<file path="src/rtl/cdr_pkg.sv">
// Shared types, register codes and the CRC-8 step for the datagram receiver.
package cdr_pkg;

	localparam int unsigned NUM_REGS = 3;
	localparam int unsigned ADDR_WIDTH = 4;
	localparam int unsigned DATA_WIDTH = 32;

	localparam logic [1:0] REG_START_BYTE = 2'd0;
	localparam logic [1:0] REG_CRC_POLYNOMIAL = 2'd1;
	localparam logic [1:0] REG_GAP_LIMIT_TICKS = 2'd2;

	localparam logic [7:0] RESET_START_BYTE = 8'd17;
	localparam logic [7:0] RESET_CRC_POLYNOMIAL = 8'd140;
	localparam logic [7:0] RESET_GAP_LIMIT_TICKS = 8'd10;

	localparam logic [7:0] MIN_FRAME_LENGTH = 8'd4;
	localparam logic [2:0] MAX_PAYLOAD = 3'd4;
	localparam int unsigned NUM_PAYLOAD = 4;
	localparam int unsigned STORE_SLOTS = 6;

	typedef enum logic [1:0] {
		KIND_BYTE,
		KIND_START,
		KIND_TICK
	} kind_t;

	typedef enum logic [1:0] {
		PH_IDLE,
		PH_LENGTH,
		PH_BODY
	} phase_t;

	typedef enum logic [2:0] {
		ST_OK = 3'd0,
		ST_CRC = 3'd1,
		ST_LEN = 3'd2,
		ST_TIMEOUT = 3'd3,
		ST_STRAY = 3'd4
	} status_t;

	typedef struct packed {
		kind_t kind;
		logic [7:0] data;
	} item_t;

	typedef struct packed {
		status_t status;
		logic [7:0] frame_length;
		logic [7:0] dest_address;
		logic [7:0] op_code;
		logic [2:0] payload_count;
		logic [NUM_PAYLOAD-1:0][7:0] payload;
		logic [7:0] stray_value;
	} result_t;

	function automatic logic [7:0] crc8_step(input logic [7:0] crc, input logic [7:0] b,
		input logic [7:0] poly);
		logic [7:0] c;
		c = crc ^ b;
		for (int k = 0; k < 8; k++) begin
			c = c[0] ? ((c >> 1) ^ poly) : (c >> 1);
		end
		return c;
	endfunction

endpackage

</file>
<file path="src/rtl/cdr_front.sv">
// Input side: accept words, tag them as byte, start byte or tick, and push them on.
module cdr_front (
	input  logic                push,
	output logic                full,
	input  logic                cmd,
	input  logic [7:0]          rx_byte,
	input  logic [7:0]          start_byte,
	input  logic                q_full,
	output logic                q_push,
	output cdr_pkg::item_t      q_item
);

	assign full = q_full;
	assign q_push = push && !q_full;

	always_comb begin
		q_item.data = rx_byte;
		if (cmd) begin
			q_item.kind = cdr_pkg::KIND_TICK;
		end else if (rx_byte == start_byte) begin
			q_item.kind = cdr_pkg::KIND_START;
		end else begin
			q_item.kind = cdr_pkg::KIND_BYTE;
		end
	end

endmodule

</file>
<file path="src/rtl/cdr_queue.sv">
// Two-entry queue between the front and the parser.
module cdr_queue (
	input  logic                clk,
	input  logic                arst_n,
	input  logic                wr_en,
	input  cdr_pkg::item_t      wr_item,
	output logic                q_full,
	input  logic                rd_en,
	output logic                rd_valid,
	output cdr_pkg::item_t      rd_item
);

	cdr_pkg::item_t entry_q [2];
	logic           wr_ptr_q;
	logic           rd_ptr_q;
	logic [1:0]     count_q;

	assign q_full = (count_q == 2'd2);
	assign rd_valid = (count_q != 2'd0);
	assign rd_item = entry_q[rd_ptr_q];

	always_ff @(posedge clk or negedge arst_n) begin
		if (!arst_n) begin
			wr_ptr_q <= 1'b0;
			rd_ptr_q <= 1'b0;
			count_q <= 2'd0;
		end else begin
			if (wr_en) begin
				wr_ptr_q <= !wr_ptr_q;
			end
			if (rd_en) begin
				rd_ptr_q <= !rd_ptr_q;
			end
			if (wr_en && !rd_en) begin
				count_q <= count_q + 2'd1;
			end else if (rd_en && !wr_en) begin
				count_q <= count_q - 2'd1;
			end
		end
	end

	always_ff @(posedge clk) begin
		if (wr_en) begin
			entry_q[wr_ptr_q] <= wr_item;
		end
	end

endmodule

</file>
<file path="src/rtl/cdr_back.sv">
// Frame parser: length check, CRC-8, gap timer, frame store and the result register.
module cdr_back #(
	parameter int unsigned MAX_FRAME_LENGTH = 8
) (
	input  logic                clk,
	input  logic                arst_n,
	input  logic                q_valid,
	input  cdr_pkg::item_t      q_item,
	output logic                q_pop,
	input  logic [7:0]          crc_polynomial,
	input  logic [7:0]          gap_limit_ticks,
	input  logic                pop,
	output logic                empty,
	output cdr_pkg::result_t    result
);

	localparam int unsigned STORE_DEPTH = MAX_FRAME_LENGTH - 2;
	localparam logic [7:0] MAX_LEN = 8'(MAX_FRAME_LENGTH);

	cdr_pkg::phase_t  phase_q, phase_d;
	logic [7:0]       expected_length_q, expected_length_d;
	logic [3:0]       bytes_seen_q, bytes_seen_d;
	logic [7:0]       running_crc_q, running_crc_d;
	logic [7:0]       gap_q, gap_d;
	logic [7:0]       store_q [STORE_DEPTH];
	logic [STORE_DEPTH-1:0] store_we;
	logic [cdr_pkg::STORE_SLOTS-1:0][7:0] store_view;
	logic             out_valid_q;
	cdr_pkg::result_t res_q, res_d;
	logic             res_valid;
	logic             go;
	logic             pop_ok;
	logic [7:0]       gap_inc;
	logic [3:0]       store_idx;
	logic [7:0]       count_raw;
	logic [2:0]       count;
	logic             body_more;

	for (genvar e = 0; e < cdr_pkg::STORE_SLOTS; e++) begin : g_view
		if (e < STORE_DEPTH) begin : g_real
			assign store_view[e] = store_q[e];
		end else begin : g_pad
			assign store_view[e] = 8'd0;
		end
	end

	assign pop_ok = pop && out_valid_q;
	assign go = q_valid && (!res_valid || !out_valid_q || pop);
	assign q_pop = go;
	assign empty = !out_valid_q;
	assign result = res_q;

	assign gap_inc = gap_q + 8'd1;
	assign store_idx = bytes_seen_q - 4'd1;
	assign count_raw = expected_length_q - cdr_pkg::MIN_FRAME_LENGTH;
	assign count = (count_raw > 8'(cdr_pkg::MAX_PAYLOAD)) ? cdr_pkg::MAX_PAYLOAD : count_raw[2:0];
	assign body_more = ({5'd0, bytes_seen_q} + 9'd1) < {1'b0, expected_length_q};

	always_comb begin
		phase_d = phase_q;
		expected_length_d = expected_length_q;
		bytes_seen_d = bytes_seen_q;
		running_crc_d = running_crc_q;
		gap_d = gap_q;
		store_we = '0;
		res_valid = 1'b0;
		res_d = '0;
		if (q_item.kind == cdr_pkg::KIND_TICK) begin
			if (phase_q != cdr_pkg::PH_IDLE) begin
				if (gap_inc >= gap_limit_ticks) begin
					res_valid = 1'b1;
					res_d.status = cdr_pkg::ST_TIMEOUT;
					res_d.frame_length = expected_length_q;
					phase_d = cdr_pkg::PH_IDLE;
					gap_d = 8'd0;
				end else begin
					gap_d = gap_inc;
				end
			end
		end else begin
			gap_d = 8'd0;
			case (phase_q)
				cdr_pkg::PH_IDLE: begin
					if (q_item.kind == cdr_pkg::KIND_START) begin
						phase_d = cdr_pkg::PH_LENGTH;
						expected_length_d = 8'd0;
					end else begin
						res_valid = 1'b1;
						res_d.status = cdr_pkg::ST_STRAY;
						res_d.stray_value = q_item.data;
					end
				end
				cdr_pkg::PH_LENGTH: begin
					if (q_item.data < cdr_pkg::MIN_FRAME_LENGTH || q_item.data > MAX_LEN) begin
						res_valid = 1'b1;
						res_d.status = cdr_pkg::ST_LEN;
						res_d.frame_length = q_item.data;
						phase_d = cdr_pkg::PH_IDLE;
					end else begin
						expected_length_d = q_item.data;
						running_crc_d = cdr_pkg::crc8_step(8'd0, q_item.data, crc_polynomial);
						bytes_seen_d = 4'd1;
						phase_d = cdr_pkg::PH_BODY;
					end
				end
				cdr_pkg::PH_BODY: begin
					if (body_more) begin
						for (int e = 0; e < STORE_DEPTH; e++) begin
							store_we[e] = (store_idx == 4'(e));
						end
						running_crc_d = cdr_pkg::crc8_step(running_crc_q, q_item.data,
							crc_polynomial);
						bytes_seen_d = bytes_seen_q + 4'd1;
					end else begin
						res_valid = 1'b1;
						res_d.frame_length = expected_length_q;
						if (q_item.data == running_crc_q) begin
							res_d.status = cdr_pkg::ST_OK;
							res_d.dest_address = store_view[0];
							res_d.op_code = store_view[1];
							res_d.payload_count = count;
							for (int k = 0; k < cdr_pkg::NUM_PAYLOAD; k++) begin
								if (3'(k) < count) begin
									res_d.payload[k] = store_view[2 + k];
								end
							end
						end else begin
							res_d.status = cdr_pkg::ST_CRC;
						end
						phase_d = cdr_pkg::PH_IDLE;
						bytes_seen_d = 4'd0;
					end
				end
				default: begin
					phase_d = cdr_pkg::PH_IDLE;
				end
			endcase
		end
	end

	always_ff @(posedge clk or negedge arst_n) begin
		if (!arst_n) begin
			phase_q <= cdr_pkg::PH_IDLE;
			expected_length_q <= 8'd0;
			bytes_seen_q <= 4'd0;
			running_crc_q <= 8'd0;
			gap_q <= 8'd0;
			out_valid_q <= 1'b0;
		end else begin
			if (go) begin
				phase_q <= phase_d;
				expected_length_q <= expected_length_d;
				bytes_seen_q <= bytes_seen_d;
				running_crc_q <= running_crc_d;
				gap_q <= gap_d;
			end
			if (go && res_valid) begin
				out_valid_q <= 1'b1;
			end else if (pop_ok) begin
				out_valid_q <= 1'b0;
			end
		end
	end

	always_ff @(posedge clk) begin
		if (go && res_valid) begin
			res_q <= res_d;
		end
		for (int e = 0; e < STORE_DEPTH; e++) begin
			if (go && store_we[e]) begin
				store_q[e] <= q_item.data;
			end
		end
	end

`ifndef SYNTHESIS
	a_body_length: assert property (@(posedge clk) disable iff (!arst_n)
		phase_q == cdr_pkg::PH_BODY |->
			expected_length_q >= cdr_pkg::MIN_FRAME_LENGTH && expected_length_q <= MAX_LEN)
		else $error("body phase with out-of-range frame length");
	a_body_index: assert property (@(posedge clk) disable iff (!arst_n)
		phase_q == cdr_pkg::PH_BODY |->
			bytes_seen_q != 4'd0 && {4'd0, bytes_seen_q} < expected_length_q)
		else $error("byte index outside frame");
	a_idle_gap: assert property (@(posedge clk) disable iff (!arst_n)
		phase_q == cdr_pkg::PH_IDLE |-> gap_q == 8'd0)
		else $error("gap timer running while idle");
	a_no_overwrite: assert property (@(posedge clk) disable iff (!arst_n)
		out_valid_q && !pop |=> out_valid_q && $stable(res_q))
		else $error("pending result lost or changed");
`endif

endmodule

</file>
<file path="src/rtl/crc8_datagram_receiver.sv">
// Top level: configuration registers, front classifier, queue and frame parser.
//
// channel   direction  handshake        word
// input     in         push / full      cmd, rx_byte
// result    out        empty / pop      status .. stray_value
// config    in         APB psel/penable start_byte, crc_polynomial, gap_limit_ticks
//
// One word per cycle sustained while results are popped; the parser takes one queued word each cycle unless it holds.
// An input word passes the queue register, then the result register, before its result appears.
// The parser holds only when it has a result and the result register is still unpopped;
// the two-entry queue then fills and raises full.
// Reset is asynchronous; no clearing pass, the frame store needs none.
module crc8_datagram_receiver #(
	parameter int unsigned MAX_FRAME_LENGTH = 8
) (
	input  logic                              clk,
	input  logic                              arst_n,
	input  logic                              push,
	output logic                              full,
	input  logic                              cmd,
	input  logic [7:0]                        rx_byte,
	output logic                              empty,
	input  logic                              pop,
	output logic [2:0]                        status,
	output logic [7:0]                        frame_length,
	output logic [7:0]                        dest_address,
	output logic [7:0]                        op_code,
	output logic [2:0]                        payload_count,
	output logic [7:0]                        payload_0,
	output logic [7:0]                        payload_1,
	output logic [7:0]                        payload_2,
	output logic [7:0]                        payload_3,
	output logic [7:0]                        stray_value,
	input  logic                              psel,
	input  logic                              penable,
	input  logic                              pwrite,
	input  logic [cdr_pkg::ADDR_WIDTH-1:0]    paddr,
	input  logic [cdr_pkg::DATA_WIDTH-1:0]    pwdata,
	output logic [cdr_pkg::DATA_WIDTH-1:0]    prdata,
	output logic                              pready
);

	logic [7:0]       start_byte_q;
	logic [7:0]       crc_polynomial_q;
	logic [7:0]       gap_limit_ticks_q;
	logic             q_push;
	logic             q_full;
	logic             q_valid;
	logic             q_pop;
	cdr_pkg::item_t   wr_item;
	cdr_pkg::item_t   rd_item;
	cdr_pkg::result_t res;

	assign pready = 1'b1;

	always_ff @(posedge clk or negedge arst_n) begin
		if (!arst_n) begin
			start_byte_q <= cdr_pkg::RESET_START_BYTE;
			crc_polynomial_q <= cdr_pkg::RESET_CRC_POLYNOMIAL;
			gap_limit_ticks_q <= cdr_pkg::RESET_GAP_LIMIT_TICKS;
		end else if (psel && penable && pwrite) begin
			case (paddr[3:2])
				cdr_pkg::REG_START_BYTE: start_byte_q <= pwdata[7:0];
				cdr_pkg::REG_CRC_POLYNOMIAL: crc_polynomial_q <= pwdata[7:0];
				cdr_pkg::REG_GAP_LIMIT_TICKS: gap_limit_ticks_q <= pwdata[7:0];
				default: begin
				end
			endcase
		end
	end

	always_comb begin
		case (paddr[3:2])
			cdr_pkg::REG_START_BYTE: prdata = {24'd0, start_byte_q};
			cdr_pkg::REG_CRC_POLYNOMIAL: prdata = {24'd0, crc_polynomial_q};
			cdr_pkg::REG_GAP_LIMIT_TICKS: prdata = {24'd0, gap_limit_ticks_q};
			default: prdata = '0;
		endcase
	end

	cdr_front u_front (
		.push       (push),
		.full       (full),
		.cmd        (cmd),
		.rx_byte    (rx_byte),
		.start_byte (start_byte_q),
		.q_full     (q_full),
		.q_push     (q_push),
		.q_item     (wr_item)
	);

	cdr_queue u_queue (
		.clk      (clk),
		.arst_n   (arst_n),
		.wr_en    (q_push),
		.wr_item  (wr_item),
		.q_full   (q_full),
		.rd_en    (q_pop),
		.rd_valid (q_valid),
		.rd_item  (rd_item)
	);

	cdr_back #(
		.MAX_FRAME_LENGTH (MAX_FRAME_LENGTH)
	) u_back (
		.clk             (clk),
		.arst_n          (arst_n),
		.q_valid         (q_valid),
		.q_item          (rd_item),
		.q_pop           (q_pop),
		.crc_polynomial  (crc_polynomial_q),
		.gap_limit_ticks (gap_limit_ticks_q),
		.pop             (pop),
		.empty           (empty),
		.result          (res)
	);

	assign status = res.status;
	assign frame_length = res.frame_length;
	assign dest_address = res.dest_address;
	assign op_code = res.op_code;
	assign payload_count = res.payload_count;
	assign payload_0 = res.payload[0];
	assign payload_1 = res.payload[1];
	assign payload_2 = res.payload[2];
	assign payload_3 = res.payload[3];
	assign stray_value = res.stray_value;

endmodule

</file>
<file path="config.mk">
export PLATFORM = sky130hd
export DESIGN_NAME = crc8_datagram_receiver
export DESIGN_NICKNAME = d
export VERILOG_FILES = /design/src/rtl/cdr_pkg.sv /design/src/rtl/cdr_front.sv /design/src/rtl/cdr_queue.sv /design/src/rtl/cdr_back.sv /design/src/rtl/crc8_datagram_receiver.sv
export SDC_FILE = /design/constraint.sdc
export NUM_CORES = 1
export LEC_CHECK = 0
export BUFFER_PORTS_ARGS = -buffer_cell sky130_fd_sc_hd__buf_2
export CORE_ASPECT_RATIO = 1.2
export CORE_MARGIN = 2
export CORE_UTILIZATION = 51
export CTS_CLUSTER_DIAMETER = 40
export DETAILED_ROUTE_END_ITERATION = 8
export PLACE_DENSITY = 0.72
export SYNTH_ARGS = -nofsm -noshare
export SYNTH_HDL_FRONTEND = slang
export SYNTH_HIERARCHICAL = 1
export SYNTH_SLANG_ARGS = --single-unit
export TNS_END_PERCENT = 10
</file>
<file path="constraint.sdc">
create_clock -name clk -period 7.4 [get_ports clk]
set_input_delay 0.74 -clock clk [delete_from_list [all_inputs] [get_ports clk]]
set_output_delay 0.74 -clock clk [all_outputs]
set_load 0.005 [all_outputs]
</file>
* Word level (Yosys, flattened, before mapping)
Memory sizes are Yosys's and may differ from the RTL's.
Cells that the tools add are included.
** Storage, ports and cells
- Register bits :: 129
- RAM bits :: 68
- Bits of input ports :: 52
- Word-level logic and storage cells :: 234
- Memories kept :: 2
** Memories
- u_back.store_q :: depth 6, bits a word 8, read ports 6, clocked after Yosys merged registers in 0, write ports 1, RTL line cdr_back.sv:25 : logic [7:0] store_q [STORE_DEPTH];
- u_queue.entry_q :: depth 2, bits a word 10, read ports 1, clocked after Yosys merged registers in 0, write ports 1, RTL line cdr_queue.sv:13 : cdr_pkg::item_t entry_q [2];
** Cells by class
- $add $sub $neg :: 7
- $lt $le $gt $ge :: 9
- Equality and inequality tests :: 21
- Multiplexer cells :: 96
- Bitwise operators :: 25
- Reduce and logical (&&, ||, !) cells :: 52
** Operators by type and width (number)
- 8-bit 2-to-1 mux :: 32
- 7-bit by 8-bit XOR with 8-bit output :: 16
- 60-bit 2-to-1 mux :: 1
- 51-bit 2-to-1 mux :: 1
- 8-bit one-hot mux with 2 select lines :: 3
- 8-bit OR reduction :: 5
- 10-bit 2-to-1 mux :: 3
- 1-bit 2-to-1 mux :: 29
- 8-bit one-hot mux with 3 select lines :: 1
- 3-bit 2-to-1 mux :: 7
- 5-bit OR reduction :: 4
- 2-bit 2-to-1 mux :: 9
- 6-bit 2-to-1 mux :: 3
- 8-bit == test :: 2
- 5-bit AND reduction :: 3
- 1-bit logical AND :: 14
- 2-bit nonzero test :: 6
- 11-bit 2-to-1 mux :: 1
- 9-bit by 8-bit less-than comparator with 1-bit output :: 1
- 3-bit one-hot mux with 3 select lines :: 1
- 8-bit by 1-bit adder with 8-bit output (second input constant) :: 1
- 2-bit == test (second input constant) :: 4
- 4-bit by 2-bit == test with 1-bit output (second input constant) :: 2
- 4-bit by 3-bit == test with 1-bit output (second input constant) :: 2
- other kinds (32) :: 59

* Logic depth before layout (Yosys ltp)
Gate-level depths: netlist of the first run.
An unclocked memory read counts as a cell.
- Word-level depth :: 20
- Gate-level depth with buffers :: 18

* Cells and area by module
Netlist of the first run, hierarchy kept.
** Modules (own cells, without submodules)
- cdr_back :: times used 1, cells each 925, area each 9452.8 µm², seq. area each 4319.1 µm²
- crc8_datagram_receiver :: times used 1, cells each 108, area each 1342.5 µm², seq. area each 609.3 µm²
- cdr_queue :: times used 1, cells each 47, area each 949.7 µm², seq. area each 700.7 µm²
- cdr_front :: times used 1, cells each 22, area each 175.2 µm², seq. area each 0.0 µm²

* Least setup slack after synthesis of the first run
Ideal clock, no wire load.
- Kind :: register to register
- Start point :: register u_queue.rd_ptr_q
- End point :: register u_back.running_crc_q[2]
- Setup time :: 95 ps
- Arrival :: 4225 ps
- Slack :: 3080 ps
- Stages on the path, launching flop included :: 18
- Period minus slack after synthesis :: 4320 ps
- Cell sequence :: dfrtp_1 -> buf_6 -> mux2_4 -> buf_4 -> buf_6 -> xor2_4 -> xnor2_1 -> xnor3_1 -> xnor2_1 -> nand2_1 -> xnor2_2 -> a211o_1 -> a2111oi_0 -> nor2_1 -> xnor3_1 -> a32oi_1 -> nor2_1 -> o31ai_1
** RTL lines
- from (decl) :: RTL line cdr_queue.sv:15 : logic rd_ptr_q;
- from (signal assigned) :: RTL line cdr_queue.sv:32 : rd_ptr_q <= !rd_ptr_q;
- to (signal assigned) :: RTL line cdr_back.sv:154 : running_crc_q <= running_crc_d;
- to (decl) :: RTL line cdr_back.sv:23 : logic [7:0] running_crc_q, running_crc_d;

==> results of run 1 <==
registers in the layout, summed over array words and instances, names as in the netlist:
name / cells
u_back/expected_length_q: 8
u_back/out_valid_q: 1
u_back/running_crc_q: 8
u_back/gap_q: 8
u_queue/count_q: 2
gap_limit_ticks_q: 8
u_queue/rd_ptr_q: 1
u_back/store_q: 48
u_queue/entry_q: 20
u_back/result: 70
u_back/phase_q: 2
start_byte_q: 8
u_queue/wr_ptr_q: 1
u_back/bytes_seen_q: 4
crc_polynomial_q: 8
per-stage QoR:
step                      worst slack [ps]  cells
after floorplan                       3080   1125
after global placement                1920   1463
after detailed placement              1920   1463
after CTS                             1900   1495
after global routing                  1380   1496
final                                 1830   1496
routing by layer:
layer  vias up  wire length [µm]  GRT usage [%]
met3        46              1510           3.67
met4         0               811           9.76
met2       303             13700           38.9
met5         -                 0              0
met1      4113             11100           28.1
li1       4031                 -              -
final cells by class:
type | count | area [µm²]
Multi-Input combinational cell | 801 | 5690
Tap cell | 315 | 394
Timing Repair Buffer | 116 | 612
Clock inverter | 15 | 185
Inverter | 35 | 131
Sequential cell | 197 | 5630
Fill cell | 1965 | 9980
Clock buffer | 17 | 425
worst reg2reg max path: cells and delay by family (launching register included):
| kind | cells | cell delay, ps |
|---|---|---|
| muxes | 2 | 1070 |
| AOI/OAI and AO/OA | 5 | 1170 |
| xor gates and xnor gates | 4 | 1710 |
| DFF | 1 | 730 |
| and+or+nand+nor | 3 | 790 |
cells in the final DEF, fill, tap and decap left out, types with 13 or more instances in the layout:
| master | count |
|---|---|
| clkbuf_16 | 17 |
| nor3_1 | 28 |
| buf_2 | 105 |
| mux2i_1 | 17 |
| edfxtp_1 | 138 |
| conb_1 | 25 |
| a211oi_1 | 13 |
| nand3_1 | 28 |
| xor2_1 | 29 |
| mux2_4 | 18 |
| xnor2_1 | 73 |
| dfrtp_1 | 52 |
| inv_1 | 35 |
| a21oi_1 | 31 |
| ha_1 | 26 |
| and3_1 | 16 |
| nor2_1 | 55 |
| and2_1 | 56 |
| nand2_1 | 125 |
| o21ai_0 | 53 |
| mux2_2 | 19 |
worst max path at each step:
stage	startpoint	to	slack, ps	cells past startpoint
6_report	u_queue/rd_ptr_q$_DFFE_PN0P_	u_back/running_crc_q[1]$_DFFE_PN0P_	1830	14
5_1_grt	u_queue/rd_ptr_q$_DFFE_PN0P_	u_back/running_crc_q[3]$_DFFE_PN0P_	1380	14
4_1_cts	u_queue/rd_ptr_q$_DFFE_PN0P_	u_back/running_crc_q[1]$_DFFE_PN0P_	1900	14
3_5_place_dp	u_queue/rd_ptr_q$_DFFE_PN0P_	u_back/running_crc_q[1]$_DFFE_PN0P_	1920	14
3_3_place_gp	u_queue/rd_ptr_q$_DFFE_PN0P_	u_back/running_crc_q[1]$_DFFE_PN0P_	1920	14
2_1_floorplan	u_queue/rd_ptr_q$_DFFE_PN0P_	u_back/running_crc_q[2]$_DFFE_PN0P_	3080	17
cell families (layout without fill, tap and decap cells):
| group | count (synthesis) | in the layout | share of synthesized area (%) |
|---|---|---|---|
| buf+inv | 127 | 183 | 5.79 |
| other cells | 2 | 25 | 0.0630 |
| flops | 197 | 197 | 47.2 |
| simple gates | 367 | 367 | 15.5 |
| compound gates | 210 | 210 | 12.7 |
| mux | 54 | 54 | 5.49 |
| fa+ha+maj | 26 | 26 | 2.73 |
| xor+xnor | 119 | 119 | 10.5 |
==> flow_metrics.py, run 1 <==
metrics = {
    "routing": {
        "routedWlPerCell_um": 18.1,
        "detail-route-antenna-nets": 0,
        "vias": 8493,
        "drtPass1Iterations": 5,
        "drt-total-wl_um": 27100,
        "drtIter0Drc": 817,
        "post-route-drc-count": 0,
        "vias_per_cell": 5.68,
    },
    "sta": {
        "finClkSkew_ps": 16.9,
        "fmax_ghz": 0.180,
        "period_needed_ps": 5570,
        "tightest_slew_ps": 885,
        "slew_headroom_pct": 40.5,
        "final-setup-viol-count": 0,
        "post-route-period-util_pct": 75.2,
        "hold_ws_ps": 487,
        "drv_slew": 0,
        "final.setup.tns_ps": 0,
        "hold_viol_final": 0,
        "rsz0062_at_grt": "no",
    },
    "global_routing": {
        "grt_remaining_overflow": 0,
        "grt_pass1_wl_um": 43200,
        "grt_usage_pct": 22.6,
        "grt_antenna_before_repair": 0,
        "grt_pass1_vias": 8090,
        "grt_max_degree": 67,
    },
    "worst_setup_path": {
        "r2r_slack_ps": 1830,
        "reg2reg_depth": 14,
        "critPathLaunchType": "flip-flop",
        "crit_buf_inv": 0,
        "worstPathRequired_ps": 7730,
        "crit_family": "XOR/XNOR gates",
        "arrival_ps": 5900,
        "timing.rr.end": "u_back/running_crc_q[1]$_DFFE_PN0P_",
        "worst_path_most_repeated_cell": "xnor2_1",
        "crit_path_end_kind": "flip-flop",
        "slowest_stage": "xnor2_1",
        "path_max_fanout": 30,
        "slowest_delay_ps": 740,
        "path_class": "reg -> reg",
        "crit_chain": "mux2_2 -> nor2b_1 -> a221oi_4 -> xnor2_1 -> o2111ai_1 -> nor4b_2 -> a211oi_1 -> mux2i_1 -> xnor2_1 -> xnor2_1 -> nor2_1 -> xnor3_1 -> o31ai_1 -> a31o_2",
        "reg2reg_from": "u_queue/rd_ptr_q$_DFFE_PN0P_",
    },
    "yosys": {
        "synthDistinctLibCells": 93,
        "yosys-top-cells-count": "edfxtp_1, nand2_1, xnor2_1",
        "ys_seq_area_share_pct": 47.2,
        "synth_area_per_cell_um2": 10.8,
        "yosysMostFrequentCell": "edfxtp_1",
        "ys_warn_count": 6,
        "syn_area_um2": 11900,
        "ys_ff_latch": 197,
        "yosys.area.top_type": "edfxtp_1",
        "synth_edf_count": 138,
        "yosysTopAreaCellShare_pct": 34.8,
        "syn_inst": 1102,
        "synth_ff_type": "edfxtp_1",
        "ys_top_cells_by_area": "edfxtp_1, dfrtp_1, xnor2_1, nand2_1, and2_1",
        "async_flop_share_pct": 29.9,
    },
    "clock_tree": {
        "htree_levels": 4,
        "cts_root_buf": "clkbuf_16",
        "hold_buffers": 0,
        "cts_buffers": 17,
        "clk_pin_slew_ps": 80,
        "cts.sinks": 197,
        "clock_path_buffers": 2,
        "cts_setup_buffers": 0,
        "insertion_delay_ps": 440,
        "cts_resized": 0,
        "cts_tree": "done",
    },
    "die": {
        "core_area_um2": 23000,
        "die_width_um": 144,
        "rows": 61,
        "die_area_um2": 24600,
        "start_util_pct": 51.7,
        "io_pins": 157,
        "die-height_um": 171,
    },
    "final_layout": {
        "diodes": 0,
        "area.growth.synth_to_final_pct": 9.65,
        "nets": 1246,
        "fin_area_um2": 13100,
        "drive_gt1_share_pct": 19.1,
        "fin_util_pct": 56.7,
    },
    "placement": {
        "io_buffers": 105,
        "dpl.hpwl_um": 18300,
        "placed_area_um2": 12400,
        "routabilityCongestion": 0.880,
    },
    "status": {
        "status": "finished clean",
    },
    "job": {
        "max-cap-violations": 0,
    },
    "hold_path": {
        "hold_path_class": "in -> async",
    },
}
Power of run 1 is not shown: default switching activity piles up to over one toggle a cycle in this logic, so the estimate is an artifact.
==> inputs of run 2 (changes only) <==
--- a/config.mk
+++ b/config.mk
@@ -5,13 +5,14 @@
 export SDC_FILE = /design/constraint.sdc
 export NUM_CORES = 1
 export LEC_CHECK = 0
+export ABC_AREA = 1
 export BUFFER_PORTS_ARGS = -buffer_cell sky130_fd_sc_hd__buf_2
 export CORE_ASPECT_RATIO = 1.2
 export CORE_MARGIN = 2
 export CORE_UTILIZATION = 51
 export CTS_CLUSTER_DIAMETER = 40
 export DETAILED_ROUTE_END_ITERATION = 8
-export PLACE_DENSITY = 0.72
+export PLACE_DENSITY = 0.75
 export SYNTH_ARGS = -nofsm -noshare
 export SYNTH_HDL_FRONTEND = slang
 export SYNTH_HIERARCHICAL = 1
==> constraint.sdc (replaced) <==
create_clock -name clk -period 4.5 [get_ports clk]
set_input_delay 0.45 -clock clk [delete_from_list [all_inputs] [get_ports clk]]
set_output_delay 0.45 -clock clk [all_outputs]
set_load 0.005 [all_outputs]
==> flow_metrics.py, run 2 <==
metrics = {
    "clock_tree": {
        "hold_buffers": 0,
        "clock_path_buffers": 2,
        "cts_resized": 0,
        "cts_tree": "done",
        "htree_levels": 4,
        "cts_buffers": 17,
        "clk_pin_slew_ps": 70,
        "insertion_delay_ps": 440,
        "cts.sinks": 197,
        "cts_setup_buffers": 0,
        "cts_root_buf": "clkbuf_16",
    },
    "yosys": {
        "async_flop_share_pct": 29.9,
        "synthDistinctLibCells": 52,
        "ys_top_cells_by_area": "edfxtp_1, nand2_1, dfrtp_1, inv_1, nand3_1",
        "synth_area_per_cell_um2": 8.43,
        "yosysTopAreaCellShare_pct": 35.4,
        "yosys.area.top_type": "edfxtp_1",
        "syn_inst": 1388,
        "ys_warn_count": 6,
        "synth_ff_type": "edfxtp_1",
        "yosys-top-cells-count": "nand2_1, inv_1, edfxtp_1",
        "ys_seq_area_share_pct": 48.1,
        "ys_ff_latch": 197,
        "synth_edf_count": 138,
        "syn_area_um2": 11700,
        "yosysMostFrequentCell": "nand2_1",
    },
    "worst_setup_path": {
        "critPathLaunchType": "flip-flop",
        "reg2reg_from": "u_queue/rd_ptr_q$_DFFE_PN0P_",
        "worstPathRequired_ps": 4870,
        "reg2reg_depth": 26,
        "slowest_stage": "dfrtp_1",
        "path_max_fanout": 19,
        "r2r_slack_ps": 450,
        "slowest_delay_ps": 520,
        "timing.rr.end": "u_back/running_crc_q[0]$_DFFE_PN0P_",
        "arrival_ps": 4420,
        "path_class": "reg -> reg",
        "crit_family": "simple AND/OR/NAND/NOR gates",
        "crit_buf_inv": 3,
        "crit_path_end_kind": "flip-flop",
    },
    "die": {
        "core_area_um2": 22400,
        "rows": 60,
        "die-height_um": 170,
        "io_pins": 157,
        "die_width_um": 142,
        "start_util_pct": 52.1,
        "die_area_um2": 24200,
    },
    "global_routing": {
        "grt_antenna_before_repair": 0,
        "grt_usage_pct": 23.0,
        "grt_pass1_wl_um": 43600,
        "grt_remaining_overflow": 0,
        "grt_pass1_vias": 8665,
        "grt_max_degree": 60,
    },
    "sta": {
        "hold_viol_final": 0,
        "final-setup-viol-count": 0,
        "final.setup.tns_ps": 0,
        "rsz0062_at_grt": "no",
        "period_needed_ps": 4050,
        "fmax_ghz": 0.247,
        "tightest_slew_ps": 850,
        "finClkSkew_ps": 9.95,
        "slew_headroom_pct": 43.1,
        "layout_setup_ws_ps": 452,
        "post-route-period-util_pct": 90.0,
        "drv_slew": 0,
    },
    "routing": {
        "post-route-drc-count": 0,
        "drt-total-wl_um": 27400,
        "vias_per_cell": 5.26,
        "detail-route-antenna-nets": 0,
        "drtIter0Drc": 832,
        "vias": 9413,
        "drtPass1Iterations": 7,
        "routedWlPerCell_um": 15.3,
    },
    "final_layout": {
        "nets": 1575,
        "area.growth.synth_to_final_pct": 11.2,
        "largest_reg_flops": 70,
        "diodes": 0,
        "final_cell_mix": "nand2_1, inv_1, edfxtp_1",
        "fin_util_pct": 58.0,
        "final_common_cell": "nand2_1",
        "fillers": 1977,
        "instances_no_fill": 1789,
        "drive_gt1_share_pct": 17.7,
    },
    "hold_path": {
        "hold_path_class": "in -> async",
    },
    "placement": {
        "dp.cells": 1757,
        "io_buffers": 105,
        "place_ws_ps": 508,
        "dpl.hpwl_um": 19200,
        "routabilityCongestion": 0.912,
    },
    "power": {
        "ir_worst_vdd_mv": 0.483,
        "p_leak_nw": 6.33,
        "power_density_nw_per_um2": 783,
    },
    "job": {
        "max-cap-violations": 0,
    },
    "status": {
        "status": "finished clean",
    },
}
==> run 2: routing by layer <==
layer	vias to the layer above	routed length (µm)	global-route usage (%)
met5	-	0	0
met4	0	845	8.48
met3	68	1680	3.60
met2	380	13500	39.6
met1	4382	11400	29.2
li1	4583	-	-
==> run 2: worst max path at each step <==
| stage | from | endpoint | cells after the start |
|---|---|---|---|
| 5_1_grt | u_back/bytes_seen_q[0]$_DFFE_PN0P_ | u_back/phase_q[0]$_DFFE_PN0P_ | 21 |
| 3_5_place_dp | u_back/bytes_seen_q[0]$_DFFE_PN0P_ | u_back/gap_q[1]$_DFFE_PN0P_ | 22 |
| 3_3_place_gp | u_back/bytes_seen_q[0]$_DFFE_PN0P_ | u_back/gap_q[2]$_DFFE_PN0P_ | 22 |
| 2_1_floorplan | u_back/gap_q[0]$_DFFE_PN0P_ | u_back/result[0]$_SDFFCE_PP0P_ | 16 |
| 6_report | u_queue/rd_ptr_q$_DFFE_PN0P_ | u_back/running_crc_q[0]$_DFFE_PN0P_ | 26 |
| 4_1_cts | u_back/bytes_seen_q[0]$_DFFE_PN0P_ | u_back/gap_q[2]$_DFFE_PN0P_ | 22 |
==> run 2: layout make-up <==
cell class	instances	area, µm²	share of cell area [%]
clock inverter	14	151	1.16
tap	279	349	2.68
timing repair buffer	129	718	5.52
clock buffer	18	429	3.30
sequential	197	5630	43.2
inverter	199	747	5.74
multi-input combinational	953	4990	38.4
==> run 2: report_power, final <==
part	switching (mW)	total (mW)	internal [mW]	leakage (nW)
Sequential	0.269	2.96	2.70	2.05
Combinational	3.82	5.74	1.92	4.01
Clock	0.704	1.49	0.782	0.274
==> run 2: logic make-up (layout without fill, tap and decap cells) <==
kind of cell | Yosys count | in the layout | share of synthesized area [%]
adder cells (fa/ha/maj) | 26 | 26 | 2.78
AO/OA/AOI/OAI | 81 | 81 | 4.24
multiplexers | 10 | 10 | 1.25
XOR/XNOR | 64 | 64 | 4.95
flip-flops | 197 | 197 | 48.1
buffers and inverters | 261 | 360 | 9.95
AND/OR/NAND/NOR | 747 | 747 | 28.7
other | 2 | 25 | 0.0642
==> run 2: metrics by stage <==
stage	power [mW]	hold WS (ps)	area, µm²
after floorplan	7.24	154	11800
after global placement	8.49	453	12400
after detailed placement	8.64	460	12400
after CTS	10.2	203	13000
after global routing	10.9	204	13000
final	10.2	176	13000
Power figures use the tool's default switching activity.
